--- config.mk ---
export PLATFORM = sky130hd
export DESIGN_NAME = timer_pool_countdown
export DESIGN_NICKNAME = d
export VERILOG_FILES = /design/src/sv/tpc_pkg.sv /design/src/sv/tpc_dec_unit.sv /design/src/sv/tpc_file.sv /design/src/sv/tpc_ctrl.sv /design/src/sv/timer_pool_countdown.sv
export VERILOG_INCLUDE_DIRS = /design/src /design/src/sv
export SDC_FILE = /design/constraint.sdc
export NUM_CORES = 1
export LEC_CHECK = 0
export BUFFER_PORTS_ARGS = -buffer_cell sky130_fd_sc_hd__clkbuf_2
export CAP_MARGIN = 20
export CORE_AREA = 3 3 330 202
export CTS_CLUSTER_DIAMETER = 100
export DETAILED_ROUTE_END_ITERATION = 12
export DIE_AREA = 0 0 333 205
export MAX_ROUTING_LAYER = met4
export PLACE_DENSITY = 0.86
export SYNTH_ARGS = -nofsm -noshare
export SYNTH_HDL_FRONTEND = slang
export SYNTH_SLANG_ARGS = --single-unit
--- constraint.sdc ---
create_clock -name clk -period 10.8 [get_ports clk]
set_input_delay 0.54 -clock clk [delete_from_list [all_inputs] [get_ports clk]]
set_output_delay 0.54 -clock clk [all_outputs]
set_load 0.01 [all_outputs]
--- src/sv/assert_macros.svh ---
// Assertion macros used by the timer pool controller (tpc_ctrl).
`ifndef ASSERT_MACROS_SVH
`define ASSERT_MACROS_SVH

`ifndef SYNTH
// Property must hold at every clock edge outside reset.
`define TPC_ASSERT(lbl, clk, rst_n, prop, msg) \
    lbl: assert property (@(posedge clk) disable iff (!rst_n) (prop)) else $error(msg);
// Expression must never be true at a clock edge outside reset.
`define TPC_NEVER(lbl, clk, rst_n, expr, msg) \
    lbl: assert property (@(posedge clk) disable iff (!rst_n) !(expr)) else $error(msg);
`else
`define TPC_ASSERT(lbl, clk, rst_n, prop, msg)
`define TPC_NEVER(lbl, clk, rst_n, expr, msg)
`endif

`endif

--- src/sv/tpc_pkg.sv ---
// Types, codes and sizes shared by the timer pool modules.
package tpc_pkg;

    localparam int NUM_TIMERS = 16;
    // Indexes are four bits wide, so at most sixteen timers exist.
    localparam int POOL_SIZE = (NUM_TIMERS < 16) ? NUM_TIMERS : 16;
    localparam int IDX_W = (POOL_SIZE > 1) ? $clog2(POOL_SIZE) : 1;
    localparam int CNT_W = $clog2(POOL_SIZE + 1);

    localparam logic [2:0] KIND_ALLOC = 3'd0;
    localparam logic [2:0] KIND_BIND  = 3'd1;
    localparam logic [2:0] KIND_START = 3'd2;
    localparam logic [2:0] KIND_FREE  = 3'd3;
    localparam logic [2:0] KIND_TICK  = 3'd4;

    localparam logic RES_ALLOC  = 1'b0;
    localparam logic RES_EXPIRY = 1'b1;

    typedef enum logic [1:0] {
        ST_FREE  = 2'd0,
        ST_ALLOC = 2'd1,
        ST_RUN   = 2'd2
    } status_t;

    typedef struct packed {
        logic [2:0]  kind;
        logic [3:0]  timer_index;
        logic [31:0] timeout;
        logic [3:0]  fifo_channel;
        logic [7:0]  event_data;
    } cmd_t;

    typedef struct packed {
        logic        result_kind;
        logic        alloc_ok;
        logic [3:0]  slot;
        logic [3:0]  target_channel;
        logic [7:0]  payload;
        logic [31:0] tick_total;
        logic        last;
    } res_t;

    // One write into the timer file per cycle.
    typedef struct packed {
        logic             status_en;
        status_t          status;
        logic             count_en;
        logic [31:0]      count;
        logic             bind_en;
        logic [3:0]       chan;
        logic [7:0]       data;
        logic [IDX_W-1:0] idx;
    } wr_t;

    typedef struct packed {
        status_t     status;
        logic [31:0] count;
        logic [3:0]  chan;
        logic [7:0]  data;
    } rd_t;

endpackage

--- src/sv/tpc_dec_unit.sv ---
// Shared decrement and zero-detect unit used by the tick scan.
module tpc_dec_unit (
    input  logic [31:0] value,
    output logic [31:0] value_dec,
    output logic        is_zero
);

    assign value_dec = value - 32'd1;
    assign is_zero   = (value_dec == 32'd0);

endmodule

--- src/sv/tpc_file.sv ---
// Per-timer state: status, remaining count, bound channel and data byte.
module tpc_file (
    input  logic                      clk,
    input  logic                      rst_n,
    input  tpc_pkg::wr_t              wr,
    input  logic [tpc_pkg::IDX_W-1:0] rd_idx,
    output tpc_pkg::rd_t              rd
);

    tpc_pkg::status_t status_reg [tpc_pkg::POOL_SIZE];
    logic [31:0]      count_reg  [tpc_pkg::POOL_SIZE];
    logic [3:0]       chan_reg   [tpc_pkg::POOL_SIZE];
    logic [7:0]       data_reg   [tpc_pkg::POOL_SIZE];

    always_ff @(posedge clk or negedge rst_n)
    begin
        if (!rst_n)
        begin
            for (int i = 0; i < tpc_pkg::POOL_SIZE; i++)
            begin
                status_reg[i] <= tpc_pkg::ST_FREE;
                count_reg[i]  <= 32'd0;
                chan_reg[i]   <= 4'd0;
                data_reg[i]   <= 8'd0;
            end
        end
        else
        begin
            if (wr.status_en)
                status_reg[wr.idx] <= wr.status;
            if (wr.count_en)
                count_reg[wr.idx] <= wr.count;
            if (wr.bind_en)
            begin
                chan_reg[wr.idx] <= wr.chan;
                data_reg[wr.idx] <= wr.data;
            end
        end
    end

    assign rd.status = status_reg[rd_idx];
    assign rd.count  = count_reg[rd_idx];
    assign rd.chan   = chan_reg[rd_idx];
    assign rd.data   = data_reg[rd_idx];

endmodule

--- src/sv/tpc_ctrl.sv ---
// Command sequencer: decodes items, scans the timers and stages results.
`include "assert_macros.svh"

module tpc_ctrl (
    input  logic                      clk,
    input  logic                      rst_n,
    input  logic                      cmd_valid,
    output logic                      cmd_ready,
    input  tpc_pkg::cmd_t             cmd,
    output logic                      res_valid,
    input  logic                      res_ready,
    output tpc_pkg::res_t             res,
    output tpc_pkg::wr_t              wr,
    output logic [tpc_pkg::IDX_W-1:0] rd_idx,
    input  tpc_pkg::rd_t              rd
);

    typedef enum logic [2:0] {
        S_IDLE  = 3'b001,
        S_ALLOC = 3'b010,
        S_TICK  = 3'b100
    } state_t;

    state_t                    state_reg, state_next;
    logic [tpc_pkg::CNT_W-1:0] idx_reg, idx_next;
    logic [31:0]               tick_reg, tick_next;
    logic                      stage_valid_reg, stage_valid_next;
    tpc_pkg::res_t             stage_reg, stage_next;
    logic                      out_valid_reg;
    tpc_pkg::res_t             out_reg;

    logic          load_out;
    tpc_pkg::res_t out_new;
    logic          scan_end;
    logic          out_free;
    logic          in_range;
    logic [31:0]   count_dec;
    logic          count_zero;

    tpc_dec_unit u_dec (
        .value     (rd.count),
        .value_dec (count_dec),
        .is_zero   (count_zero)
    );

    assign rd_idx    = idx_reg[tpc_pkg::IDX_W-1:0];
    assign scan_end  = (idx_reg == tpc_pkg::CNT_W'(tpc_pkg::POOL_SIZE));
    assign out_free  = !out_valid_reg || res_ready;
    assign in_range  = (int'(cmd.timer_index) < tpc_pkg::POOL_SIZE);
    assign cmd_ready = (state_reg == S_IDLE);

    always_comb
    begin
        state_next       = state_reg;
        idx_next         = idx_reg;
        tick_next        = tick_reg;
        stage_valid_next = stage_valid_reg;
        stage_next       = stage_reg;
        load_out         = 1'b0;
        out_new          = '0;
        wr               = '0;
        wr.idx           = rd_idx;

        case (state_reg)
            S_IDLE:
            begin
                if (cmd_valid)
                begin
                    wr.idx   = cmd.timer_index[tpc_pkg::IDX_W-1:0];
                    wr.count = cmd.timeout;
                    wr.chan  = cmd.fifo_channel;
                    wr.data  = cmd.event_data;
                    case (cmd.kind)
                        tpc_pkg::KIND_ALLOC:
                        begin
                            idx_next   = '0;
                            state_next = S_ALLOC;
                        end
                        tpc_pkg::KIND_BIND:
                            wr.bind_en = in_range;
                        tpc_pkg::KIND_START:
                        begin
                            wr.count_en  = in_range;
                            wr.status_en = in_range;
                            wr.status    = tpc_pkg::ST_RUN;
                        end
                        tpc_pkg::KIND_FREE:
                        begin
                            wr.status_en = in_range;
                            wr.status    = tpc_pkg::ST_FREE;
                        end
                        tpc_pkg::KIND_TICK:
                        begin
                            tick_next  = tick_reg + 32'd1;
                            idx_next   = '0;
                            state_next = S_TICK;
                        end
                        default:
                        begin
                        end
                    endcase
                end
            end

            S_ALLOC:
            begin
                if (scan_end)
                begin
                    // No free timer: reply with a failure.
                    if (out_free)
                    begin
                        load_out             = 1'b1;
                        out_new.result_kind  = tpc_pkg::RES_ALLOC;
                        out_new.last         = 1'b1;
                        state_next           = S_IDLE;
                    end
                end
                else if (rd.status == tpc_pkg::ST_FREE)
                begin
                    if (out_free)
                    begin
                        wr.status_en         = 1'b1;
                        wr.status            = tpc_pkg::ST_ALLOC;
                        load_out             = 1'b1;
                        out_new.result_kind  = tpc_pkg::RES_ALLOC;
                        out_new.alloc_ok     = 1'b1;
                        out_new.slot         = 4'(rd_idx);
                        out_new.last         = 1'b1;
                        state_next           = S_IDLE;
                    end
                end
                else
                begin
                    idx_next = idx_reg + 1'b1;
                end
            end

            S_TICK:
            begin
                if (scan_end)
                begin
                    // The staged expiry is the final one of this tick.
                    if (!stage_valid_reg)
                    begin
                        state_next = S_IDLE;
                    end
                    else if (out_free)
                    begin
                        load_out         = 1'b1;
                        out_new          = stage_reg;
                        out_new.last     = 1'b1;
                        stage_valid_next = 1'b0;
                        state_next       = S_IDLE;
                    end
                end
                else if (rd.status == tpc_pkg::ST_RUN && count_zero)
                begin
                    // An earlier expiry is held back until we know it is not the last.
                    if (!stage_valid_reg || out_free)
                    begin
                        wr.count_en               = 1'b1;
                        wr.count                  = count_dec;
                        wr.status_en              = 1'b1;
                        wr.status                 = tpc_pkg::ST_ALLOC;
                        load_out                  = stage_valid_reg;
                        out_new                   = stage_reg;
                        stage_valid_next          = 1'b1;
                        stage_next                = '0;
                        stage_next.result_kind    = tpc_pkg::RES_EXPIRY;
                        stage_next.slot           = 4'(rd_idx);
                        stage_next.target_channel = rd.chan;
                        stage_next.payload        = rd.data;
                        stage_next.tick_total     = tick_reg;
                        idx_next                  = idx_reg + 1'b1;
                    end
                end
                else
                begin
                    if (rd.status == tpc_pkg::ST_RUN)
                    begin
                        wr.count_en = 1'b1;
                        wr.count    = count_dec;
                    end
                    idx_next = idx_reg + 1'b1;
                end
            end

            default:
                state_next = S_IDLE;
        endcase
    end

    always_ff @(posedge clk or negedge rst_n)
    begin
        if (!rst_n)
        begin
            state_reg       <= S_IDLE;
            idx_reg         <= '0;
            tick_reg        <= 32'd0;
            stage_valid_reg <= 1'b0;
            out_valid_reg   <= 1'b0;
        end
        else
        begin
            state_reg       <= state_next;
            idx_reg         <= idx_next;
            tick_reg        <= tick_next;
            stage_valid_reg <= stage_valid_next;
            if (load_out)
                out_valid_reg <= 1'b1;
            else if (res_ready)
                out_valid_reg <= 1'b0;
        end
    end

    always_ff @(posedge clk)
    begin
        stage_reg <= stage_next;
        if (load_out)
            out_reg <= out_new;
    end

    assign res_valid = out_valid_reg;
    assign res       = out_reg;

    `TPC_ASSERT(a_stage_only_in_tick, clk, rst_n, stage_valid_reg |-> state_reg == S_TICK, "staged expiry outside tick scan")
    `TPC_ASSERT(a_idx_bound, clk, rst_n, idx_reg <= tpc_pkg::CNT_W'(tpc_pkg::POOL_SIZE), "scan index past pool")
    `TPC_ASSERT(a_not_last_keeps_stage, clk, rst_n, (load_out && !out_new.last) |=> stage_valid_reg, "non-final expiry sent with nothing staged")
    `TPC_NEVER(a_load_while_busy, clk, rst_n, load_out && out_valid_reg && !res_ready, "result overwritten before taken")

endmodule

--- src/sv/timer_pool_countdown.sv ---
// Top level of the countdown timer pool.
//
// A pool of up to sixteen countdown timers (tpc_pkg::NUM_TIMERS) driven by command items:
// alloc, bind, start, free and tick. Bind, start and free are done in the cycle they are
// taken and ready stays high. An alloc scans from timer 0 one timer per cycle up to the
// lowest free index, or through the whole pool when every timer is in use, and its reply
// waits for the output register to empty. A tick visits every timer once through the
// shared decrement and zero-detect unit, one timer per cycle except while an expiry waits
// for the output register to empty. Expiry results leave in index order, the final one of
// a tick marked by last; each alloc gives exactly one result with last set. One output
// register separates the result port, so a bind, start or free may be taken while a
// result waits there.
module timer_pool_countdown (
    input  logic          clk,
    input  logic          rst_n,
    input  logic          cmd_valid,
    output logic          cmd_ready,
    input  tpc_pkg::cmd_t cmd,
    output logic          res_valid,
    input  logic          res_ready,
    output tpc_pkg::res_t res
);

    tpc_pkg::wr_t              wr;
    tpc_pkg::rd_t              rd;
    logic [tpc_pkg::IDX_W-1:0] rd_idx;

    tpc_file u_file (
        .clk    (clk),
        .rst_n  (rst_n),
        .wr     (wr),
        .rd_idx (rd_idx),
        .rd     (rd)
    );

    tpc_ctrl u_ctrl (
        .clk       (clk),
        .rst_n     (rst_n),
        .cmd_valid (cmd_valid),
        .cmd_ready (cmd_ready),
        .cmd       (cmd),
        .res_valid (res_valid),
        .res_ready (res_ready),
        .res       (res),
        .wr        (wr),
        .rd_idx    (rd_idx),
        .rd        (rd)
    );

endmodule

; ---- Yosys cells after proc, flatten, opt, wreduce, memory -nomap -nowiden
; Index checks and enable logic that the tools add are counted.
[totals]
wordCells = 207
output_inout_bits = 53
ff_bits = 877
[op_classes]
n_mux = 81
eq_ne = 18
reduce_logical = 19
n_lt_le_gt_ge = 3
bitwise_logic = 3
n_addsub = 3
[op_table]
columns = op, n
row1 = 512-bit bitwise mux, 1
row2 = 51-bit 2-to-1 mux, 5
row3 = 32-bit binary-select mux with 4-bit select, 1
row4 = 128-bit bitwise mux, 1
row5 = 32-bit demux with 4-bit select, 1
row6 = 32-bit 2-to-1 mux, 3
row7 = 36-bit 2-to-1 mux, 2
row8 = 33-bit 2-to-1 mux, 2
row9 = 33-bit case mux with 2 select lines, 1
row10 = 64-bit bitwise mux, 1
row11 = 53-bit 2-to-1 mux, 1
row12 = 5-bit 2-to-1 mux, 10
row13 = 32-bit by 1-bit adder with 32-bit output (second input constant), 1
row14 = 8-bit binary-select mux with 4-bit select, 1
row15 = 32-bit bitwise mux, 1
row16 = 8-bit demux with 4-bit select, 1
row17 = 32-bit logical NOT, 1
row18 = 32-bit by 1-bit subtractor with 32-bit output (second input constant), 1
row19 = 3-bit 2-to-1 mux, 10
row20 = 8-bit 2-to-1 mux, 3
row21 = 3-bit case mux with 3 select lines, 2
row22 = 1-bit 2-to-1 mux, 17
row23 = 17-bit 2-to-1 mux, 1
row24 = 4-bit binary-select mux with 4-bit select, 1
row25 = 34 further kinds, 58

; ---- Longest topological paths before layout
; Gate-level depths: netlist of run 1.
[depth]
depth_word = 11
mapped_depth = 20
mapped_depth_nobuf = 14

; ---- Cells and area by module
; Synthesis of run 1 repeated with hierarchy kept, for this count alone.
[unflattened]
cells_unflattened = 2631
area_unflattened_um2 = 40114.7
[by_module_without_submodules]
columns = module, seq_area_each_um2, cells_each, area_per_inst_um2, n_inst
row1 = tpc_file, 18417.7, 2044, 33075.5, 1
row2 = tpc_ctrl, 4025.1, 464, 6182.2, 1
row3 = tpc_dec_unit, 0.0, 123, 857.1, 1

; ---- Worst setup path after synthesis of run 1
; Ideal clock, no wire load.
[synth_path]
path_kind = flip-flop to flip-flop
start = register u_ctrl.idx_reg[0] (netlist name)
end = register u_file.status_reg[21] (netlist name)
arrival_time_ns = 9.583
path_slack_ns = 1.097
stages_incl_launch_ff = 20
setup_ns = 0.120
t_required_ns = 10.680
path_cell_list = dfrtp_1 > buf_4 > buf_6 > buf_8 > buf_6 > buf_2 > buf_4 > buf_2 > buf_2 > mux4_2 > a22oi_1 > nand2_1 > a211oi_1 > nand4_1 > nor4_1 > nand4_1 > nor4_1 > nor2_1 > clkbuf_1 > a31o_2
[synth_between]
elab_chain_cells = 11
[synth_rtl]
columns = item, line
row1 = "start, declared", tpc_ctrl.sv:25  ; logic [tpc_pkg::CNT_W-1:0] idx_reg, idx_next;
row2 = "start signal, assigned", tpc_ctrl.sv:206  ; idx_reg <= idx_next;
row3 = 4-bit inverter with 5-bit output (implied by the code), "tpc_file.sv:41, tpc_file.sv:42"
row4 = 32-bit binary-select mux with 4-bit select, tpc_file.sv:42  ; assign rd.count = count_reg[rd_idx];
row5 = 32-bit 2-to-1 mux (implied by the code) (2 in series), tpc_file.sv:42
row6 = 32-bit by 1-bit subtractor with 32-bit output, tpc_dec_unit.sv:8  ; assign value_dec = value - 32'd1;
row7 = 32-bit logical NOT, tpc_dec_unit.sv:9  ; assign is_zero = (value_dec == 32'd0);
row8 = 1-bit logical AND, tpc_ctrl.sv:156  ; else if (rd.status == tpc_pkg::ST_RUN && count_zero)
row9 = 3-bit 2-to-1 mux, tpc_ctrl.sv:156
row10 = 36-bit 2-to-1 mux, tpc_ctrl.sv:140  ; if (scan_end)
row11 = 3-bit case mux with 3 select lines, tpc_ctrl.sv:64  ; case (state_reg)
row12 = 32-bit bitwise mux, tpc_file.sv:30  ; status_reg[wr.idx] <= wr.status;
row13 = "end signal, assigned by index", tpc_file.sv:21  ; status_reg[i] <= tpc_pkg::ST_FREE;
row14 = "end signal, assigned by index", tpc_file.sv:30
row15 = "end, declared", tpc_file.sv:10  ; tpc_pkg::status_t status_reg [tpc_pkg::POOL_SIZE];
; Parallel ways exist; a longest one is shown, timed or not. The select of a mux whose other input is x is not followed.
; A chain may end at the register's enable or synchronous reset.

; ---- Final worst setup path of run 1
[layout_path]
start = register u_ctrl.idx_reg[0] (netlist name)
end = register u_ctrl.out_reg (netlist bit u_ctrl.res[13]), enable pin
[layout_between]
elab_chain_cells = 10
[layout_rtl]
columns = item, line
row1 = 4-bit inverter with 5-bit output (implied by the code), "tpc_file.sv:41, tpc_file.sv:42"
row2 = 32-bit binary-select mux with 4-bit select, tpc_file.sv:42
row3 = 32-bit 2-to-1 mux (implied by the code) (2 in series), tpc_file.sv:42
row4 = 32-bit by 1-bit subtractor with 32-bit output, tpc_dec_unit.sv:8
row5 = 32-bit logical NOT, tpc_dec_unit.sv:9
row6 = 1-bit logical AND, tpc_ctrl.sv:156
row7 = 1-bit 2-to-1 mux, tpc_ctrl.sv:156
row8 = 1-bit 2-to-1 mux, tpc_ctrl.sv:140
row9 = 1-bit case mux with 2 select lines *, tpc_ctrl.sv:64
row10 = net u_ctrl.load_out, tpc_ctrl.sv:32  ; logic load_out;
row11 = "end signal, assigned", tpc_ctrl.sv:220  ; out_reg <= out_new;
row12 = "end, declared", tpc_ctrl.sv:30  ; tpc_pkg::res_t out_reg;
; The timed path passes the listed nets; every way through them passes the cells marked *. The select of a mux whose other input is x is not followed.

==> results of run 1 <==
## cells by family after synthesis
| kind of cell | after synthesis | share of synthesized area (%) |
|---|---|---|
| AOI/OAI and AO/OA | 231 | 4.270 |
| buffers and inverters | 208 | 2.592 |
| DFF | 877 | 55.95 |
| muxes | 911 | 31.06 |
| xor gates and xnor gates | 55 | 1.201 |
| and+or+nand+nor | 386 | 4.778 |
| adders and majority gates | 5 | 0.1560 |
## cell usage in the layout, fill, tap and decap left out, types with 6 or more instances in the layout
master       n
bufinv_16    6
mux2i_1      9
nor2_1      39
mux2_2     687
and3_1      10
nor3_1      19
a22o_1       9
buf_2        7
nor4_1      21
and2_1      45
buf_4       48
or2_2       16
mux2_1      19
xor2_1      12
clkbuf_8    14
edfxtp_1    99
xnor2_1     43
clkinv_2    20
nor2_2       7
a31oi_4     16
a31o_2      17
nand3_1     28
nor2b_1      7
mux4_2     192
clkbuf_16   82
dfrtp_1    775
nand2_1    146
nand4_1     17
a21oi_1      9
clkbuf_1    14
inv_1        8
a22oi_1     57
o21ai_0     77
clkbuf_2   106
o31ai_1      8
## power groups by stage
stage                     logic (mW)  registers, mW  clock network (mW)
after floorplan                 1.65           3.74                   0
after global placement          2.13           3.80                   0
after detailed placement        2.19           3.83                   0
after CTS                       2.22           3.78                2.95
after global routing            2.42           3.81                3.08
final                           2.27           3.78                2.91
## routing by layer
metal,up-vias,wire [µm]
met5,-,0
met4,0,3066
met3,237,9098
met2,1181,46750
met1,13030,41900
li1,10090,-
## final cells by class
class,count,area [µm²]
Antenna cell,3,7.507
Clock buffer,108,2270
Clock inverter,40,405.4
Fill cell,3940,19830
Inverter,9,33.78
Multi-Input combinational cell,1588,16780
Sequential cell,877,22450
Tap cell,851,1065
Timing Repair Buffer,171,1111
## final timing paths
check,endpoint,slack (ns),cells after the start
min in group clk,u_ctrl.res_valid$_DFFE_PN0P_,0.33,3
worst max-delay path,u_ctrl.res[13]$_SDFFCE_PP0P_,3.63,16
worst min register to register,u_ctrl.stage_reg[18]$_DFFE_PP_,0.45,0
worst max register to register,u_ctrl.res[13]$_SDFFCE_PP0P_,3.63,16
max in group asynchronous,u_file.count_reg[350]$_DFFE_PN0P_,8.36,3
worst min-delay path,u_ctrl.tick_reg[12]$_DFFE_PN0P_,-0.02,1
## Yosys cell counts (all sizes together) (23+ instances only)
master / instances
dfrtp: 777
xnor2: 43
a22oi: 57
nor2: 47
o21ai: 81
nor4: 23
buf: 85
mux2: 707
nand2: 146
edfxtp: 99
clkbuf: 114
nand3: 28
and2: 47
mux4: 195
==> metrics.txt, run 1 <==
met3 Track Usage GR=7.593%; combinational share of power=25.3%; flip-flop count of the largest register, all copies and words added=512; placer congestion estimate=slightly above 0.9; first-iteration detailed-routing DRC count=2,552; Final setup viols=0; biggest fanout along the worst timing path=51; switching part of the total power=31.24%; number of flip-flops and latches in the synthesized netlist=877; Final Hold Vio Count=2; initial antenna violation count=3; peak clock frequency supported by timing=139.6 MHz; launching point of the worst reg2reg path=u_ctrl.idx_reg[0]$_DFFE_PN0P_; power density relative to cell area=a little over 200 nW/µm²; post-synthesis average cell area=15.01 µm²; buffers plus inverters on the worst setup path=3; CTS clock-pin slew for the worst setup and hold paths=approximately 0.07 ns; critical path start-end classification=reg -> reg; number of buffers added by the clock tree synthesis step=80; die height=205 µm; cell area after synthesis=40,110 µm²; cell family contributing the most delay on the critical path=compound AO/OA/AOI/OAI gates; dominant cell type by area after synthesis=dfrtp_1; setup TNS=0 ns; post-detailed-route DRC marker count=0; total chip power=approximately 9.0 mW; I/O Pins=108; routing usage on met1=42.25%; worst IR drop on VDD=roughly 0.15 mV; Crit-path slowest cell=dfrtp_4; dominant cell type by count on the critical path=nand2_1; total leakage power=20.15 nW; final critical delay including setup and external delays=just over 7 ns; Worst-Margin Slew=1.144 ns; met2 global-route usage=45.87%; global-route wire length before repair=155.4 mm; sequential share of the synthesized area=a little under three fifths; Max Root-Sink Buffers=3; peak-usage layer in the global routing report=met2; Critical Path RT=11.06 ns; worst stage delay on the critical path=0.87 ns; die footprint=68,270 µm²; beginning of the critical path=u_ctrl.idx_reg[0]$_DFFE_PN0P_; area share of the leading cell type in the synthesized netlist=48.47%; Antenna Violating Nets Remaining=0; clock network fraction of total power=32.5%; violations in the final reports=negative hold slack; final HPWL from detailed placement=59.32 mm; worst max-slew margin expressed relative to the limit=23.25%; post-synthesis cell type count=63; sequential group share of total power=42.2%; Initial Utilization=a little over three fifths; count of cells resized by post-cts repair=0; leading cell types by total area after synthesis=dfrtp_1 48%, mux2_2 19%, mux4_2 11%; Slew Viols, Final=0; source-to-sink clock delay at the later pin of the worst-skew pair=roughly 0.66 ns; count of mapped cells out of synthesis=between 2k and 3k; critical path, cell by cell=buf_4 -> mux4_2 -> a22oi_1 -> nand2_1 -> inv_1 -> ha_1 -> nand2_1 -> a211o_1 -> a21oi_1 -> nand3_1 -> o31a_1 -> a2111o_1 -> nor4_1 -> nand2_1 -> o31ai_4 -> buf_4; clk sink count=877; share of flip-flops with an asynchronous set or reset after synthesis=88.71%; count of flip-flops with a built-in enable after synthesis=99; Core Area=roughly 64,000 µm²; Rows=72; first drt pass iteration count=5; type of the tightest min-delay check=in -> async; worst slack at placement=3.737 ns; global route total overflow=0; number of nets at the end of the flow=between 2k and 3k; floorplan die width=333 µm; total via count in the routed design=24.54k; Hold-fix buffers, CTS=0; clk_skew=0.03493 ns; library cell used as clock root buffer=clkbuf_16; core utilization of the finished layout=68.99%; instance area at placement=slightly above 40,000 µm²; crit path capture type=register; RSZ-0062 raised after global routing=no; IO buf count=107; Finished Layout Cells=3,647; critical path launch point type=register; synthesis-to-finish area growth=10.00%; number of nets produced by synthesis=roughly 2.7k; via-per-instance ratio=6.729; clock tree from TritonCTS=built; largest net degree at the start of global routing=approximately 200; WL per Instance=27.64 µm; post-route cell area=44,130 µm²; Final WS setup=3.634 ns; Total Routed Length=100.8 mm; number of global-route vias before repair=26.00k; share of layout cells above drive strength 1=44.75%; overall global routing resource usage=30.83%; Hold WS=-0.01894 ns; max capacitance violation total=0; power dissipated by switching net loads=2.798 mW; internal power consumption=6.160 mW; period utilisation layout=between 60% and 70%; outcome=finished, violations left; Top FF cell, synth=dfrtp_1; H-Tree Depth=3; Placed Cells=3,491; Post-CTS Setup Inserts=0; Ys Warns=0; signal arrival time at the worst endpoint=7.42 ns
No activity file was read; power rests on OpenSTA's default activity.
==> run 2, diff against run 1 <==
Settings changed: CORE_AREA 3 3 330 202 to 3 3 347 212, DIE_AREA 0 0 333 205 to 0 0 350 215, PLACE_DENSITY 0.86 to 0.82.
Clock period 10.8 ns to 6.2 ns, I/O delays scaled along.
==> run 2 against run 1 <==
Effect of this change:
- the flow now finishes without violations
- clock-buffer cell count increased by 5
- sequential power increased by 73%
- die area increased by 10%
- utilization decreased by 5.0 points
- non-clock buffer count increased by 53
- maximum frequency increased by 23%
- final cell count increased by 3.4%
- sequential share of layout area decreased by 0.81 points
- global-route usage decreased by 3.1 points
- critical path depth decreased by 3
- combinational power increased by 85%
- first-iteration DRC count decreased by 7.0%
- critical path type unchanged
- largest cell class unchanged
==> metrics.txt, run 2 (synthesized netlist as in run 1, its figures left out) <==
overall global routing resource usage=27.71%; number of global-route vias before repair=25.74k; post-detailed-route DRC marker count=0; critical path launch point type=register; source-to-sink clock delay at the later pin of the worst-skew pair=0.64 ns; Rows=75; cell family contributing the most delay on the critical path=simple AND/OR/NAND/NOR gates; floorplan die width=350 µm; sequential group share of total power=41.4%; max capacitance violation total=0; register-to-register path setup slack=0.38 ns; number of buffers added by the clock tree synthesis step=78; Worst-Margin Slew=about 1.3 ns; final critical delay including setup and external delays=5.822 ns; outcome=complete, no violations; Total Routed Length=100.2 mm; total chip power=roughly 16 mW; most common cell after layout, fill and taps aside=dfrtp_1; largest net degree at the start of global routing=210; placer congestion estimate=0.9215; worst IR drop on VDD=0.2805 mV; die footprint=75,250 µm²; Post-CTS Setup Inserts=0; beginning of the critical path=u_ctrl.idx_reg[1]$_DFFE_PN0P_; internal power consumption=10.89 mW; synthesis-to-finish area growth=11.79%; WL per Instance=between 20 and 30 µm; total leakage power=20.46 nW; setup TNS=0 ns; power dissipated by switching net loads=4.913 mW; buffers plus inverters on the worst setup path=3; type of the tightest min-delay check=in -> reg; biggest fanout along the worst timing path=51; worst-case reg-to-reg path depth=13; clock tree from TritonCTS=built; library cell used as clock root buffer=clkbuf_16; crit path capture type=register; global-route wire length before repair=about 160 mm; Critical Path RT=6.49 ns; Final WS setup=0.3775 ns; H-Tree Depth=3; first-iteration detailed-routing DRC count=roughly 2.4k; period utilisation layout=93.91%; Core Area=70,100 µm²; switching part of the total power=31.08%; clk sink count=about 900; clock network fraction of total power=32.0%; IO buf count=107; RSZ-0062 raised after global routing=no; cell depth of the worst min-delay path=3; Antenna Violating Nets Remaining=0; worst slack at placement=0.2555 ns; peak clock frequency supported by timing=between 150 and 200 MHz; worst hold path startpoint=res_ready; initial antenna violation count=3; number of nets at the end of the flow=around 2.8k; cell count along the critical path=13; combinational share of power=26.5%; launching point of the worst reg2reg path=u_ctrl.idx_reg[1]$_DFFE_PN0P_; worst max-slew margin expressed relative to the limit=15.48%; critical path start-end classification=reg -> reg; Placed Cells=3,618; CTS clock-pin slew for the worst setup and hold paths=0.07 ns; Initial Utilization=57.23%; worst hold endpoint=u_ctrl.res_valid$_DFFE_PN0P_; commonest non-fill, non-tap cells in the layout=775 x dfrtp_1, 687 x mux2_2, 192 x mux4_2, 146 x nand2_1, 106 x clkbuf_2; worst stage delay on the critical path=around 0.77 ns; Finished Layout Cells=3,770; global route total overflow=0; flip-flop count of the largest register, all copies and words added=roughly 510; I/O Pins=108; first drt pass iteration count=5; total via count in the routed design=24.55k; final HPWL from detailed placement=62.84 mm; Final setup viols=0; Crit-path slowest cell=dfrtp_4; critical path, cell by cell=buf_4 -> mux4_2 -> a22oi_1 -> nand2_1 -> or4_1 -> or4_1 -> a211oi_1 -> nand4_1 -> nor4_1 -> buf_4 -> nand2_1 -> o31ai_4 -> buf_12; via-per-instance ratio=6.512; clk_skew=between 0.02 and 0.03 ns; die height=215 µm; Slew Viols, Final=0; power density relative to cell area=352.5 nW/µm²; Max Root-Sink Buffers=3; worst reg2reg endpoint=u_ctrl.res[12]$_SDFFCE_PP0P_; Final Hold Vio Count=0; signal arrival time at the worst endpoint=6.12 ns; share of layout cells above drive strength 1=a little under half
-- run 2: changes by cell type in the layout (fill, tap and decap cells not counted), moves of 3 or more --
cell,before,now
buf_4,48,91
buf_12,5,22
buf_2,7,0
clkinv_2,20,15
o21ai_0,77,81
o21ai_1,4,0
clkbuf_1,14,17
-- run 2: worst max-delay path by stage --
stage                                                    to  slack, ns
final                          u_ctrl.res[12]$_SDFFCE_PP0P_       0.38
after global routing           u_ctrl.res[15]$_SDFFCE_PP0P_       0.13
after CTS                      u_ctrl.res[15]$_SDFFCE_PP0P_       0.23
after detailed placement       u_ctrl.res[12]$_SDFFCE_PP0P_       0.26
after global placement         u_ctrl.res[24]$_SDFFCE_PP0P_       0.31
after floorplan           u_file.status_reg[21]$_DFFE_PN0P_       0.02
-- run 2: cell type report --
cell class                 instances  area (µm²)
clock buffer                     113        2297
antenna                            3       7.507
timing repair buffer             224        1732
tap                              924        1156
clock inverter                    32       374.1
sequential                       877       22450
multi-input combinational       1588       16790
fill                            4809       25250
inverter                           9       33.78
-- run 2: power by group through the flow --
stage / clock [mW] / combinational (mW) / sequential [mW]
after global placement: 0 / 4.01 / 6.59
final: 5.06 / 4.20 / 6.55
after CTS: 5.13 / 4.10 / 6.54
after detailed placement: 0 / 4.07 / 6.64
after floorplan: 0 / 2.89 / 6.52
after global routing: 5.38 / 4.47 / 6.59
-- run 2: worst reg2reg max path: cells and delay by family, from the launching register on --
kind	cells	cell delay [ns]
compound gates	3	0.83
buf+inv	3	0.96
mux	1	0.38
simple gates	6	2.50
flops	1	0.77
-- run 2: through the flow --
step           cell area, µm²  hold WS, ns  util [%]
4_1_cts                 44790      0.05101     63.89
3_3_place_gp            42090       0.4441     60.04
3_5_place_dp            42100       0.4395     60.06
2_1_floorplan           40140      0.01441         -
5_1_grt                 44850      0.07800     63.98
6_report                44850      0.08197     63.98
-- run 2: repair_timing --
action | in CTS | in global routing
resized for setup | 0 | 1
setup endpoints to repair | 0 | 52
hold buffers | 2 | 0
hold endpoints to repair | 120 | 0
-- run 2: metal layers --
metal  wire length, µm  up-vias  global-route usage [%]
li1                  -    10180                       -
met1             43690    13210                   39.78
met2             46580      974                   40.64
met3              7377      181                   5.157
met4              2584        0                   8.493
met5                 0        -                       -
